[src/design/fdf_pkg.sv]
`default_nettype none
package fdf_pkg;

	localparam int TAPS_DEF       = 32;
	localparam int DATA_WIDTH_DEF = 16;
	localparam int TAP_COUNT_W    = 6;
	localparam int COEF_IDX_W     = 5;
	localparam int FUNC_W         = 2;
	localparam int APB_ADDR_W     = 3;
	localparam int APB_DATA_W     = 32;

	localparam logic [TAP_COUNT_W-1:0] TAP_COUNT_RST = TAP_COUNT_W'(32);

	// register index taken from paddr[2]
	localparam logic REG_TAP_COUNT = 1'b0;

	typedef enum logic [FUNC_W-1:0] {
		FUNC_FILTER = 2'd0,
		FUNC_LOAD   = 2'd1,
		FUNC_CLEAR  = 2'd2
	} func_t;

	typedef struct packed {
		logic                   shift;
		logic                   clear;
		logic                   coef_wr;
		logic [COEF_IDX_W-1:0]  coef_index;
		logic [TAP_COUNT_W-1:0] tap_count;
	} cell_ctrl_t;

endpackage
`default_nettype wire

[src/design/fdf_out.sv]
`default_nettype none
module fdf_out #(
	parameter int DATA_WIDTH = 16,
	parameter int ACC_W      = 37
) (
	input  wire                          clk,
	input  wire                          arst_n,
	input  wire logic signed [ACC_W-1:0] sum,
	input  wire                          load,
	output logic                         free,
	output logic                         out_valid,
	input  wire                          out_stall,
	output logic [DATA_WIDTH-1:0]        filtered,
	output logic                         saturated
);
	import fdf_pkg::*;

	localparam logic signed [ACC_W-1:0] MAX_V =
		{{(ACC_W-DATA_WIDTH+1){1'b0}}, {(DATA_WIDTH-1){1'b1}}};
	localparam logic signed [ACC_W-1:0] MIN_V = ~MAX_V;

	logic signed [ACC_W-1:0] shifted;
	logic [DATA_WIDTH-1:0]   clip;
	logic                    clip_flag;
	logic                    valid_q;
	logic [DATA_WIDTH-1:0]   filtered_q;
	logic                    saturated_q;

	assign shifted = sum >>> (DATA_WIDTH - 1);

	always_comb begin
		clip      = shifted[DATA_WIDTH-1:0];
		clip_flag = 1'b0;
		if (shifted > MAX_V) begin
			clip      = MAX_V[DATA_WIDTH-1:0];
			clip_flag = 1'b1;
		end else if (shifted < MIN_V) begin
			clip      = MIN_V[DATA_WIDTH-1:0];
			clip_flag = 1'b1;
		end
	end

	assign free = !valid_q || !out_stall;

	always_ff @(posedge clk or negedge arst_n) begin
		if (!arst_n) begin
			valid_q <= 1'b0;
		end else if (load) begin
			valid_q <= 1'b1;
		end else if (!out_stall) begin
			valid_q <= 1'b0;
		end
	end

	always_ff @(posedge clk) begin
		if (load) begin
			filtered_q  <= clip;
			saturated_q <= clip_flag;
		end
	end

	assign out_valid = valid_q;
	assign filtered  = filtered_q;
	assign saturated = saturated_q;

endmodule
`default_nettype wire

[config.mk]
export PLATFORM = sky130hd
export DESIGN_NAME = fdf_out
export DESIGN_NICKNAME = d
export VERILOG_FILES = /design/src/design/fdf_pkg.sv /design/src/design/fdf_out.sv
export SDC_FILE = /design/constraint.sdc
export NUM_CORES = 1
export LEC_CHECK = 0
export ABC_AREA = 1
export BUFFER_PORTS_ARGS = -buffer_cell sky130_fd_sc_hd__buf_2
export CORE_UTILIZATION = 35
export DETAILED_ROUTE_END_ITERATION = 8
export GPL_TIMING_DRIVEN = 0
export MAX_ROUTING_LAYER = met4
export PLACE_DENSITY = 0.76
export SYNTH_ARGS = -nofsm -noshare
export SYNTH_HDL_FRONTEND = slang
export SYNTH_SLANG_ARGS = --single-unit
[constraint.sdc]
create_clock -name clk -period 0.8 [get_ports clk]
set_input_delay 0 -clock clk [delete_from_list [all_inputs] [get_ports clk]]
set_output_delay 0 -clock clk [all_outputs]
set_load 0.02 [all_outputs]
==> impl_metrics.json, run 1 <==
{
  "dieArea_sq_mm": 0.00237,
  "cts_made_buffers": 3,
  "grt_overflow": 0,
  "syn_nets": 109,
  "worst_skew_pair.late_latency_ps": 280,
  "violations": "setup timing",
  "preCtsSetupSlack_ps": -191,
  "worstPathArrival_ps": 890,
  "die_w_um": 48.7,
  "antenna_found_initial": 0,
  "clkTransAtPathRegs_ps": 110,
  "first_pass_iters": 4,
  "hpwl_mm": 1.14,
  "finalCritPeriodShare_pct": 111,
  "status": "finished with violations",
  "avgSynthCellArea_sq_um": 11.2,
  "htreeDepth": 1,
  "track_usage_pct": 17.1,
  "ioPinCount": 60,
  "gp_congestion": 0.683,
  "p_switching_uw": 561,
  "syn_inst": 68,
  "pwr-share-seq_pct": 54.8,
  "port_buffers": 44,
  "finalHoldViolCount": 0,
  "core_area_sq_mm": 0.00200,
  "viasPerCell": 4.34,
  "grt_first_pass_wirelength_mm": 2.84,
  "drive_gt1_share_pct": 41.8,
  "critPathKind": "reg -> out",
  "slew_viol_final": 0,
  "cpPeakStageDelay_ps": 430,
  "p_comb_share_pct": 23.2,
  "critPathBufInv": 1,
  "required_ps": 800,
  "cp_top_family": "flip-flops",
  "stdcell_area_sq_mm": 0.00127,
  "fin_crit_ps": 887,
  "vias": 698,
  "clkPwrFrac_pct": 22.0,
  "dpl_cell_area_sq_mm": 0.00102,
  "netlist_area_sq_um": 762,
  "final_nets": 176,
  "rsz0062_at_grt": "true",
  "final_core_util_pct": 63.6,
  "ys_seq_area_share_pct": 70.3,
  "drt_iter0_drc": 10,
  "wirelength_mm": 1.83,
  "yosysUniqueCellTypes": 12,
  "drc_errors": 0,
  "crit_fanout": 1,
  "intPower_uw": 1540,
  "grt_pass1_vias": 674,
  "syn_to_final_growth_pct": 67.0,
  "relSlewSlack_pct": 73.9,
  "cp-start-kind": "flip-flop",
  "max_freq_ghz": 1.13,
  "antenna_cells": 0,
  "hold_path_class": "in -> reg",
  "ys_seq_elements": 18,
  "finClkSkew_ps": 0,
  "finalSetupViolCount": 19,
  "path_cells": "buf_6",
  "clock-sinks": 18,
  "wl_per_cell_um": 11.4,
  "row_count": 16,
  "yosys_warnings": 0,
  "final_antenna_net_count": 0,
  "grt_max_degree": 19,
  "cellLeakagePower_uw": 0.000604,
  "cpMaxStageDelayCell": "edfxtp_1",
  "initial_utilization_pct": 38.1,
  "p_total_uw": 2100,
  "setup_slack_ps": -87.5,
  "cts_root_buffer": "clkbuf_4",
  "timing.max_cap.violations": 0,
  "p_per_area_mw_per_mm2": 1650,
  "cts.path.max_buffers": 2,
  "cts_tree": "yes",
  "fillers": 152,
  "critPathCaptureType": "primary output",
  "die_h_um": 48.7,
  "max_slew.worst_pin.slew_ps": 392,
  "vdd_drop_max_uv": 782,
  "swShare_pct": 26.7
}
## cells in the final DEF (no fill, tap or decap)
master	instances
buf_12	1
buf_2	36
buf_4	2
buf_6	8
clkbuf_1	1
clkbuf_4	3
clkinv_1	1
dfrtp_1	1
dlygate4sd3_1	17
edfxtp_1	17
inv_1	3
nand2_1	34
nand2_2	4
nand2_4	1
nand3_1	1
nor2_1	3
nor2_2	1
## power groups by stage
stage	Clock, uW	Sequential [uW]	Combinational (uW)
final	462	1150	489
after global routing	513	1160	522
after CTS	458	1140	451
after detailed placement	0	1160	377
after global placement	0	1160	368
after floorplan	0	1270	95.9
## flip-flops by register name, summed over array words and instances, names as in the netlist
name / flops
filtered: 16
out_valid: 1
saturated: 1
## layout make-up
type / count / area, sq um / share of cell area [%]
clock buffer: 3 / 22.5 / 1.77
sequential: 18 / 536 / 42.1
buffer: 3 / 31.3 / 2.46
multi-input combinational: 44 / 186 / 14.7
inverter: 3 / 11.3 / 0.885
tap: 27 / 33.8 / 2.65
timing repair buffer: 62 / 448 / 35.2
clock inverter: 1 / 3.75 / 0.295
## what timing repair did
item / in CTS / in global routing
pin swaps: 1 / 0
hold buffers: 17 / 0
endpoints found under the hold margin: 16 / 0
endpoints found under the setup margin: 19 / 19
buffers inserted: 1 / 0
resized for setup: 2 / 14
## logic make-up (layout without fill, tap and decap cells)
family | count (synthesis) | after routing | share of synthesized area, %
and+or+nand+nor | 44 | 44 | 24.1
DFF | 18 | 18 | 70.3
buffers and inverters | 6 | 72 | 5.58
## cell usage after synthesis, drive strengths merged
cell,n,area [sq um]
edfxtp,17,510
inv,3,11.3
nor2,4,17.5
buf,2,27.5
nand3,1,5.00
nand2,39,161
clkbuf,1,3.75
dfrtp,1,25.0
## metal layers
layer  GRT usage (%)  share of wire (%)  vias up
li1                -                  -      347
met3            2.52                3.4        2
met4            10.3               0.76        0
met2            30.3                 56       25
met1            17.7                 40      324
met5               -                  0        -
## worst paths after layout
| kind | end | cells past startpoint | from | slack [ps] |
|---|---|---|---|---|
| worst max-delay path | filtered[10] | 1 | filtered[10] | -90 |
| worst min-delay path | filtered[15] | 2 | sum[36] | 30 |
| worst min register to register | out_valid | 3 | out_valid | 630 |
| worst max register to register | out_valid | 3 | out_valid | 80 |
| max in group asynchronous | out_valid | 3 | arst_n | 150 |
| min in group asynchronous | out_valid | 3 | arst_n | 550 |
## metrics by stage
step | hold slack [ps] | std cells | TNS, ps
finish | 31.8 | 161 | -761
global route | 16.5 | 161 | -1490
CTS | 19.5 | 161 | -660
detailed placement | -221 | 139 | -1970
global placement | -226 | 139 | -1270
floorplan | -296 | 68 | 0
(Power assumes the default switching activity.)
==> inputs of run 2 (changes only) <==
- BUFFER_PORTS_ARGS: -buffer_cell sky130_fd_sc_hd__buf_2 -> unset
- DONT_BUFFER_PORTS: unset -> 1
- PLACE_DENSITY: 0.76 -> 0.52
==> run 2 against run 1 <==
Effect of this change: the run ends with hold timing, setup timing left; first-iteration DRC count fell by 40%; register-to-register slack got worse by 20 ps; via count fell by 25%; final cell count fell by 26%; critical endpoint is now free; largest power group unchanged; highest routed layer unchanged.
==> impl_metrics.json, run 2 (synthesis gave the netlist of run 1 again) <==
{
  "status": "finished with violations",
  "violations": "hold timing, setup timing",
  "track_usage_pct": 13.2,
  "grt_pass1_vias": 554,
  "finClkSkew_ps": 0,
  "max_slew.worst_pin.slew_ps": 223,
  "rsz0062_at_grt": "true",
  "dieArea_sq_mm": 0.00237,
  "viasPerCell": 4.42,
  "crit_fanout": 2,
  "path_cells": "nand2_4",
  "cts_root_buffer": "clkbuf_4",
  "cts_tree": "yes",
  "timing.max_cap.violations": 0,
  "antenna_cells": 0,
  "p_comb_share_pct": 10.2,
  "worst_skew_pair.late_latency_ps": 270,
  "syn_to_final_growth_pct": 35.3,
  "p_per_area_mw_per_mm2": 1840,
  "vias": 526,
  "cellLeakagePower_uw": 0.000425,
  "cp_top_family": "flip-flops",
  "worst-r2r-setup-slack_ps": 60,
  "intPower_uw": 1440,
  "row_count": 16,
  "r2r_cells": 2,
  "max_freq_ghz": 1.17,
  "swShare_pct": 24.3,
  "cpMaxStageDelayCell": "dfrtp_2",
  "setup_slack_ps": -57.8,
  "worstReg2RegEnd": "out_valid",
  "holdPathEnd": "filtered[11]",
  "mostFrequentLayoutCells": "nand2_1, dlygate4sd3_1, edfxtp_1",
  "die_h_um": 48.7,
  "htreeDepth": 1,
  "min_from": "load",
  "cts_made_buffers": 3,
  "core_area_sq_mm": 0.00200,
  "largest_reg_flops": 16,
  "port_buffers": 0,
  "hold_slack_ps": -179,
  "first_pass_iters": 3,
  "final_common_cell": "nand2_1",
  "grt_first_pass_wirelength_mm": 2.30,
  "fin_crit_ps": 858,
  "p_switching_uw": 462,
  "final_antenna_net_count": 0,
  "required_ps": 800,
  "wirelength_mm": 1.36,
  "critPathBufInv": 0,
  "grt_overflow": 0,
  "grt_max_degree": 19,
  "hold_path_class": "in -> reg",
  "final_nets": 134,
  "finalSetupViolCount": 1,
  "clock-sinks": 18,
  "drc_errors": 0,
  "post_cts_buffers": 0,
  "wl_per_cell_um": 11.4,
  "slew_viol_final": 0,
  "gp_congestion": 0.612,
  "drt_iter0_drc": 6,
  "cp-start-kind": "flip-flop",
  "pwr-share-seq_pct": 66.5,
  "initial_utilization_pct": 38.1,
  "worstPathArrival_ps": 860,
  "critPathKind": "reg -> out",
  "p_total_uw": 1900,
  "clkPwrFrac_pct": 23.3,
  "antenna_found_initial": 0,
  "cts_hold_buf": 20,
  "min_delay_path_depth": 0,
  "finalCritPeriodShare_pct": 107,
  "ioPinCount": 60,
  "drive_gt1_share_pct": 13.0,
  "cts.path.max_buffers": 2,
  "die_w_um": 48.7,
  "finalHoldViolCount": 17,
  "vdd_drop_max_uv": 753,
  "clkTransAtPathRegs_ps": 100,
  "relSlewSlack_pct": 85.2,
  "hpwl_um": 889,
  "cpPeakStageDelay_ps": 470,
  "critPathCaptureType": "primary output",
  "r2r_start": "out_valid"
}
run 2: metal layers:
| layer | vias to the layer above | track usage [%] | routed length [um] |
|---|---|---|---|
| li1 | 266 | - | - |
| met1 | 233 | 13.2 | 537 |
| met2 | 25 | 23.6 | 736 |
| met3 | 2 | 2.83 | 81 |
| met4 | 0 | 7.35 | 2 |
| met5 | - | - | 0 |
run 2: power groups by stage:
stage	registers [uW]	logic [uW]	clock network, uW
after global placement	1280	110	0
after floorplan	1270	95.9	0
after global routing	1270	218	511
final	1260	194	442
after detailed placement	1280	114	0
after CTS	1260	195	469
run 2: cell type report:
cell class                      instances  area [sq um]
Inverter                                3          11.3
Sequential cell                        18           537
Fill cell                             190           971
Multi-Input combinational cell         44           191
Tap cell                               27          33.8
Clock buffer                            4          26.3
Buffer                                  3          31.3
Timing Repair Buffer                   20           200
run 2: worst register-to-register path, stage by stage (launching register included):
cell     delay, ps
dfrtp_2        470
nand2_4        110
nand2_1         50
run 2: repair_timing:
action	in CTS	in global routing
cloned	0	0
pin swaps	1	0
endpoints found under the hold margin	35	17
endpoints found under the setup margin	3	13
gates resized for setup	2	0
run 2: worst max-delay path by stage:
stage | from | to | slack [ps] | depth (start not counted)
6_report | out_valid | free | -60 | 1
3_3_place_gp | sum[30] | filtered[3] | -40 | 5
5_1_grt | out_valid | free | -90 | 1
4_1_cts | out_valid | free | -70 | 1
2_1_floorplan | out_valid | out_valid | 20 | 2
3_5_place_dp | sum[30] | filtered[8] | -40 | 5
run 2: stage by stage:
| step | setup WS, ps | TNS, ps | util (%) | instance area [sq um] | cells |
|---|---|---|---|---|---|
| 2_1_floorplan | 20.7 | 0 | - | 764 | 68 |
| 3_3_place_gp | -41.6 | -359 | 39.9 | 798 | 95 |
| 3_5_place_dp | -44.6 | -377 | 39.9 | 798 | 95 |
| 4_1_cts | -72.5 | -74.1 | 51.5 | 1030 | 119 |
| 5_1_grt | -94.8 | -225 | 51.5 | 1030 | 119 |
| 6_report | -57.8 | -57.8 | 51.5 | 1030 | 119 |
