File: src/design/fdf_pkg.sv
`default_nettype none
package fdf_pkg;

	localparam int TAPS_DEF       = 32;
	localparam int DATA_WIDTH_DEF = 16;
	localparam int TAP_COUNT_W    = 6;
	localparam int COEF_IDX_W     = 5;
	localparam int FUNC_W         = 2;
	localparam int APB_ADDR_W     = 3;
	localparam int APB_DATA_W     = 32;

	localparam logic [TAP_COUNT_W-1:0] TAP_COUNT_RST = TAP_COUNT_W'(32);

	// register index taken from paddr[2]
	localparam logic REG_TAP_COUNT = 1'b0;

	typedef enum logic [FUNC_W-1:0] {
		FUNC_FILTER = 2'd0,
		FUNC_LOAD   = 2'd1,
		FUNC_CLEAR  = 2'd2
	} func_t;

	typedef struct packed {
		logic                   shift;
		logic                   clear;
		logic                   coef_wr;
		logic [COEF_IDX_W-1:0]  coef_index;
		logic [TAP_COUNT_W-1:0] tap_count;
	} cell_ctrl_t;

endpackage
`default_nettype wire

File: src/design/fdf_cell.sv
`default_nettype none
module fdf_cell #(
	parameter int DATA_WIDTH = 16,
	parameter int ACC_W      = 37,
	parameter int INDEX      = 0
) (
	input  wire                          clk,
	input  wire                          arst_n,
	input  fdf_pkg::cell_ctrl_t          ctrl,
	input  wire logic [DATA_WIDTH-1:0]   coef_value,
	input  wire logic [DATA_WIDTH-1:0]   sample_in,
	output logic [DATA_WIDTH-1:0]        sample_q,
	input  wire logic signed [ACC_W-1:0] sum_in,
	input  wire                          vld_in,
	output logic signed [ACC_W-1:0]      sum_q,
	output logic                         vld_q
);
	import fdf_pkg::*;

	logic signed [DATA_WIDTH-1:0]   coef_q;
	logic signed [2*DATA_WIDTH-1:0] prod_q;
	logic signed [ACC_W-1:0]        prod_ext;
	logic                           coef_hit;
	logic                           use_tap;

	assign coef_hit = ctrl.coef_wr && (32'(ctrl.coef_index) == 32'(INDEX));
	// tap count of zero still uses the first coefficient
	assign use_tap  = (INDEX == 0) || (32'(ctrl.tap_count) > 32'(INDEX));
	assign prod_ext = ACC_W'(prod_q);

	always_ff @(posedge clk or negedge arst_n) begin
		if (!arst_n) begin
			coef_q   <= '0;
			sample_q <= '0;
			vld_q    <= 1'b0;
		end else begin
			if (coef_hit) begin
				coef_q <= coef_value;
			end
			if (ctrl.clear) begin
				sample_q <= '0;
			end else if (ctrl.shift) begin
				sample_q <= sample_in;
			end
			vld_q <= vld_in;
		end
	end

	always_ff @(posedge clk) begin
		prod_q <= coef_q * $signed(sample_q);
		if (vld_in) begin
			sum_q <= use_tap ? (sum_in + prod_ext) : sum_in;
		end
	end

endmodule
`default_nettype wire

File: config.mk
export PLATFORM = sky130hd
export DESIGN_NAME = fdf_cell
export DESIGN_NICKNAME = d
export VERILOG_FILES = /design/src/design/fdf_pkg.sv /design/src/design/fdf_cell.sv
export SDC_FILE = /design/constraint.sdc
export NUM_CORES = 1
export LEC_CHECK = 0
export BUFFER_PORTS_ARGS = -buffer_cell sky130_fd_sc_hd__buf_2
export CORE_UTILIZATION = 29
export DETAILED_ROUTE_END_ITERATION = 10
export GPL_TIMING_DRIVEN = 0
export MAX_ROUTING_LAYER = met4
export PLACE_DENSITY = 0.47
export SYNTH_ARGS = -nofsm -noshare
export SYNTH_HDL_FRONTEND = slang
export SYNTH_SLANG_ARGS = --single-unit
export TNS_END_PERCENT = 50
File: constraint.sdc
create_clock -name clk -period 7.8 [get_ports clk]
set_input_delay 0.78 -clock clk [delete_from_list [all_inputs] [get_ports clk]]
set_output_delay 0.78 -clock clk [all_outputs]
set_load 0.01 [all_outputs]
==> reports/metrics.cfg, run 1 <==
[global_routing]
grt_overflow = 0
grt_pass1_wl_um = 62900
gr-usage-all-layers_pct = 16.2
grt_max_degree = 39
antenna_found_initial = 1
grt_pass1_vias = 11400

[power]
seq_power_share_pct = 21.3
switching_share_pct = 47.8
clock_power_share_pct = 10.9
vdd_ir_drop_max_v = 0.000111
net-switching-power_mw = 2.07
p_int_mw = 2.26
power_frac_comb_pct = 67.8
cellLeakagePower_nw = 8.22
p_per_area_nw_per_um2 = 261

[yosys]
yosysSeqAreaShare_pct = 17.4
syn_area_um2 = 14800
yosys_warnings = 0
netlist_instances = 1520
synth_top_area_cell = fa_1
ys_types = 66
synth_seq_cells = 102
synth_async_sr_flop_share_pct = 32.4
synth.top_cells.by_area = fa_1 36%, ha_1 10%, inv_1 7.7%
synth-edff-count = 37
syn-mean-instance-area_um2 = 9.74
synth_top_area_share_pct = 35.5
synth.net_count = 1987
synth_ff_type = edfxtp_1

[sta]
period_needed_ps = 7420
rsz0062_at_grt = false
finalCritPeriodShare_pct = 95.1
finClkSkew_ps = 8.24
hold_viol = 0
maxSlewHeadroom_pct = 36.8
tightest_slew_ps = 948
setup_tns_ps = 0
fmax_mhz = 135
setup_violations = 0
finalMaxSlewViolations = 0

[place]
place_inst = 2323
hpwl_um = 32900
gp_congestion = 0.864
port_buffers = 131

[critical_path]
worst-path-max-fanout = 10
r2r_end = prod_q[29]
required_ps = 8080
path_buf_inv = 7
reg2regPathDepth = 22
r2r_start = sample_q[9]
worstSetupEndpointType = register
critPathLaunchType = register
crit_arrival_ps = 7690
ff2ff_setup_slack_ps = 380
path_cells = clkbuf_1, clkbuf_1, nand2_1, fa_1, inv_1, fa_1, inv_1, fa_1, inv_1, fa_1, fa_1, inv_1, fa_1, inv_1, ha_1, a21oi_1, o211ai_1, a211oi_1, o41ai_2, a41oi_1, a21oi_1, a311o_1
cp_top_family = adder cells
worst_path_largest_cell_delay_ps = 550
crit_path_frequent_cell = fa_1
path_class = reg2reg
slowest_stage = clkbuf_1

[drt]
drtPass1Iterations = 5
drc_errors = 0
ant_nets = 0
vias = 10600
wl_per_cell_um = 16.7
drtIter0Drc = 437
viasPerCell = 4.53
wl_um = 39000

[floorplan]
fp.dieH_um = 228
core_um2 = 50300
fp.dieW_um = 228
dieArea_um2 = 52000
num_rows = 82
start_util_pct = 29.5
io_pins = 140

[clock_network]
post-cts-setup-buffers = 0
cts_resized = 0
cts_buffers = 9
clock_latency_ps = 390
ctsHtreeMaxLevel = 3
cts_buffer_depth = 2
cts_hold_buf = 0
clock_sinks = 102
clk_pin_slew_ps = 80
tritoncts = built
cts_root_buffer = clkbuf_16

[status]
outcome = finished, final reports clean

[min_path]
min_path_type = in2async

[finish]
fin_cells = 2340
layout_commonest_cell = inv_1
most-common-layout-cells = 305 x inv_1, 263 x fa_1, 149 x nand2_1, 132 x buf_2, 131 x and2_1
nNetsFinal = 2129
layout-drive-gt1-share_pct = 10.7
syn2layout_area_growth_pct = 12.1

[run]
cap_violations = 0

## synthesized netlist by cell type, drive strengths merged, types with 16 or more instances
| library cell | number |
|---|---|
| o21ai | 30 |
| mux2i | 18 |
| mux2 | 16 |
| dfrtp | 33 |
| a21oi | 52 |
| nand2 | 149 |
| xnor2 | 45 |
| ha | 118 |
| nor2 | 59 |
| clkbuf | 42 |
| fa | 263 |
| inv | 305 |
| and2 | 131 |
| edfxtp | 37 |
| dfxtp | 32 |
| xor2 | 16 |
| a21o | 18 |
## metrics by stage
step | hold slack, ps | total power [mW] | util, % | setup slack [ps] | instance area, um^2
after floorplan | 484 | 3.06 | - | 1880 | 14800
after global placement | 505 | 3.86 | 32.4 | 264 | 16300
after detailed placement | 523 | 3.90 | 32.4 | 362 | 16300
after CTS | 450 | 4.41 | 33.0 | 333 | 16600
after global routing | 504 | 4.83 | 33.0 | 21.6 | 16600
final | 452 | 4.33 | 33.0 | 381 | 16600
## state kept, by name, summed over array words and instances (netlist names)
name,count
sum_q,37
vld_q,1
coef_q,16
prod_q,32
sample_q,16
## how the worst max path moves through the flow
stage	from	slack (ps)	depth (start not counted)	endpoint
after CTS	sample_q[8]	330	22	prod_q[29]
after global routing	sample_q[8]	20	23	prod_q[31]
after detailed placement	sample_q[8]	360	22	prod_q[29]
after global placement	sample_q[9]	260	22	prod_q[29]
after floorplan	sample_q[8]	1880	22	prod_q[29]
final	sample_q[9]	380	22	prod_q[29]
## cell type report
cell class | instances | area (um^2)
Inverter | 305 | 1140
Tap cell | 672 | 841
Sequential cell | 102 | 2580
Fill cell | 5310 | 33700
Clock inverter | 5 | 38.8
Multi-Input combinational cell | 1067 | 10900
Antenna cell | 1 | 2.50
Clock buffer | 11 | 254
Buffer | 46 | 181
Timing Repair Buffer | 131 | 656
## routing by layer
layer | GRT usage (%) | vias up | wire length [um]
li1 | - | 5043 | -
met1 | 21.6 | 5312 | 18600
met2 | 26.0 | 212 | 18200
met3 | 1.96 | 29 | 1530
met4 | 4.30 | 0 | 684
met5 | - | - | 0
## cell families after synthesis
kind of cell             Yosys count  share of synthesized area, %
flip-flops                       102                          17.4
multiplexers                      34                          2.43
adder cells (fa/ha/maj)          381                          45.5
buffers and inverters            351                          8.95
AND/OR/NAND/NOR                  415                          14.0
XOR/XNOR                          61                          3.61
AO/OA/AOI/OAI                    176                          8.11
## power groups by stage
| stage | logic [mW] | clock network (mW) | registers (mW) |
|---|---|---|---|
| 3_5_place_dp | 2.96 | 0 | 0.940 |
| 3_3_place_gp | 2.93 | 0 | 0.938 |
| 5_1_grt | 3.37 | 0.513 | 0.945 |
| 4_1_cts | 2.98 | 0.497 | 0.928 |
| 6_report | 2.94 | 0.470 | 0.923 |
| 2_1_floorplan | 2.12 | 0 | 0.940 |
(Power assumes the default switching activity.)
==> inputs of run 2 (changes only) <==
--- a/config.mk
+++ b/config.mk
@@ -11,6 +11,8 @@
 export GPL_TIMING_DRIVEN = 0
 export MAX_ROUTING_LAYER = met4
 export PLACE_DENSITY = 0.47
+export REMOVE_ABC_BUFFERS = 1
+export SKIP_CTS_REPAIR_TIMING = 1
 export SYNTH_ARGS = -nofsm -noshare
 export SYNTH_HDL_FRONTEND = slang
 export SYNTH_SLANG_ARGS = --single-unit
==> run 2 against run 1 <==
Global-route usage decreased by 0.15 points. Critical path type unchanged. Sequential share of layout area grew 0.15 points. Worst hold slack improved by 9.7 ps. Sequential power grew 9%. Sequential cell count did not move. Maximum frequency rose by 7.9%. Largest cell class unchanged. Non-clock buffer count down 44. Register-to-register slack improved by 540 ps. First-iteration DRC count shrank 3.9%.
==> reports/metrics.cfg, run 2 (same netlist as run 1, synthesis figures left out) <==
[status]
outcome = finished, final reports clean

[sta]
hold_viol = 0  ; unchanged
fmax_mhz = 145  ; +7.9%
hold_ws_ps = 461  ; +9.74 ps
period_needed_ps = 6870  ; -544 ps
setup_tns_ps = 0  ; unchanged
maxSlewHeadroom_pct = 31.5  ; -5.3 points
finalMaxSlewViolations = 0  ; unchanged
tightest_slew_ps = 1030  ; +79.6 ps
finClkSkew_ps = 10.1  ; +1.85 ps
worst_slack_ps = 925  ; +544 ps
rsz0062_at_grt = false
finalCritPeriodShare_pct = 88.1  ; -7.0 points
setup_violations = 0  ; unchanged

[critical_path]
worst-path-max-fanout = 17  ; +7
crit_path_frequent_cell = fa_1
critPathLaunchType = register
worstSetupEndpointType = register
path_cells = nand2_1, fa_1, inv_1, fa_1, inv_1, fa_1, inv_1, fa_1, fa_1, inv_1, fa_1, inv_1, ha_1, a21oi_1, o211ai_1, a211oi_1, o41ai_2, a41oi_1, a21oi_1, a311o_1
worst_path_largest_cell_delay_ps = 880  ; +330 ps
required_ps = 8070  ; about the same
path_class = reg2reg
slowest_stage = dfrtp_1
path_buf_inv = 5  ; -2
crit_arrival_ps = 7150  ; -540 ps
cp_top_family = adder cells

[drt]
drc_errors = 0  ; unchanged
wl_met2_um = 18600  ; +2.3%
met1Wirelength_um = 16700  ; -10%
drtPass1Iterations = 5  ; unchanged
highest_layer = met4
vias = 10500  ; -1.1%
viasPerCell = 4.56  ; +0.79%
drtIter0Drc = 420  ; -3.9%
wl_per_cell_um = 16.2  ; -2.6%
wl_um = 37300  ; -4.5%
wl_met3_um = 1050  ; -31%
ant_nets = 0  ; unchanged

[power]
p_per_area_nw_per_um2 = 263  ; +0.74%
vdd_ir_drop_max_v = 0.000121  ; +9.0%
p_int_mw = 2.26  ; about the same
power_frac_comb_pct = 65.3  ; -2.5 points
seq_power_share_pct = 23.3  ; +2.0 points
switching_share_pct = 47.7  ; -0.15 points
p_total_mw = 4.32  ; -0.23%
net-switching-power_mw = 2.06  ; -0.54%
clock_power_share_pct = 11.4  ; +0.5 points
cellLeakagePower_nw = 8.17  ; -0.60%

[floorplan]
fp.dieH_um = 228  ; unchanged
start_util_pct = 29.5  ; unchanged
core_um2 = 50300  ; unchanged
num_rows = 82  ; unchanged
dieArea_um2 = 52000  ; unchanged
io_pins = 140  ; unchanged
fp.dieW_um = 228  ; unchanged

[global_routing]
antenna_found_initial = 1  ; unchanged
gr-usage-all-layers_pct = 16.0  ; -0.15 points
grt_max_degree = 39  ; unchanged
grt_overflow = 0  ; unchanged
grt_pass1_wl_um = 63300  ; +0.59%
grt_pass1_vias = 11900  ; +4.7%

[finish]
layout_commonest_cell = inv_1
nNetsFinal = 2085  ; -2.1%
layout-drive-gt1-share_pct = 11.1  ; +0.35 points
fill_cells = 5311  ; +0.019%
largest_reg_flops = 37  ; unchanged
reg.largest.list = sum_q: 37 flops, prod_q: 32 flops
largest_register = sum_q
syn2layout_area_growth_pct = 11.0
most-common-layout-cells = 305 x inv_1, 263 x fa_1, 149 x nand2_1, 133 x buf_2, 131 x and2_1

[clock_network]
clock_sinks = 102  ; unchanged
clk_pin_slew_ps = 70  ; about the same
clock_latency_ps = 390  ; about the same
tritoncts = built
ctsHtreeMaxLevel = 3  ; unchanged
cts_buffer_depth = 2  ; unchanged
cts_root_buffer = clkbuf_16
cts_buffers = 9  ; unchanged

[min_path]
min_path_type = in2async

[place]
hpwl_um = 29600  ; -10%
pre_cts_ws_ps = 944  ; +582 ps
gp_congestion = 0.829  ; -4.1%
port_buffers = 133  ; +1.5%

[run]
cap_violations = 0  ; unchanged

## run 2: changes by cell type in the layout (fill, tap and decap cells not counted)
| cell | previous run | this run |
|---|---|---|
| buf_2 | 132 | 133 |
| clkbuf_1 | 43 | 0 |
| clkinv_4 | 1 | 2 |
| clkbuf_16 | 10 | 9 |
| bufinv_16 | 0 | 1 |
| buf_1 | 2 | 0 |
| clkinv_2 | 2 | 1 |
| buf_6 | 1 | 0 |
| inv_4 | 0 | 1 |
## run 2: cell type report
class	count	area (um^2)	area share, %
repair buffers	133	666	4.05
multi-input cells	1067	10900	66.3
clock inverters	7	78.8	0.479
well taps	672	841	5.11
diodes	1	2.50	0.0152
inverters	305	1140	6.96
clock buffers	9	225	1.37
flip-flops and latches	102	2580	15.7
## run 2: through the flow
step	instances	area [um^2]	util, %
floorplan	1474	14600	-
global placement	2279	16100	32.1
detailed placement	2279	16100	32.1
CTS	2295	16400	32.7
global route	2295	16400	32.7
finish	2296	16400	32.7
## run 2: worst paths after layout
kind	start	to	slack, ps	cells after the start
worst min-delay path	arst_n	coef_q[7]	460	1
worst min register to register	prod_q[0]	sum_q[0]	540	1
worst max-delay path	coef_q[7]	prod_q[29]	930	20
max in group asynchronous	arst_n	sample_q[4]	6860	1
worst max register to register	coef_q[7]	prod_q[29]	930	20
min in group clk	prod_q[0]	sum_q[0]	540	1
## run 2: layer usage
layer,vias up,track usage [%]
li1,4948,-
met1,5307,19.4
met2,170,27.6
met5,-,-
met3,54,2.31
met4,0,4.95
## run 2: power groups by stage
stage               Clock (mW)  Sequential [mW]  Combinational, mW
finish                   0.491             1.01               2.82
global route             0.534             1.04               3.27
CTS                      0.516             1.02               2.86
detailed placement           0             1.03               2.85
global placement             0             1.02               2.82
floorplan                    0            0.972               2.06
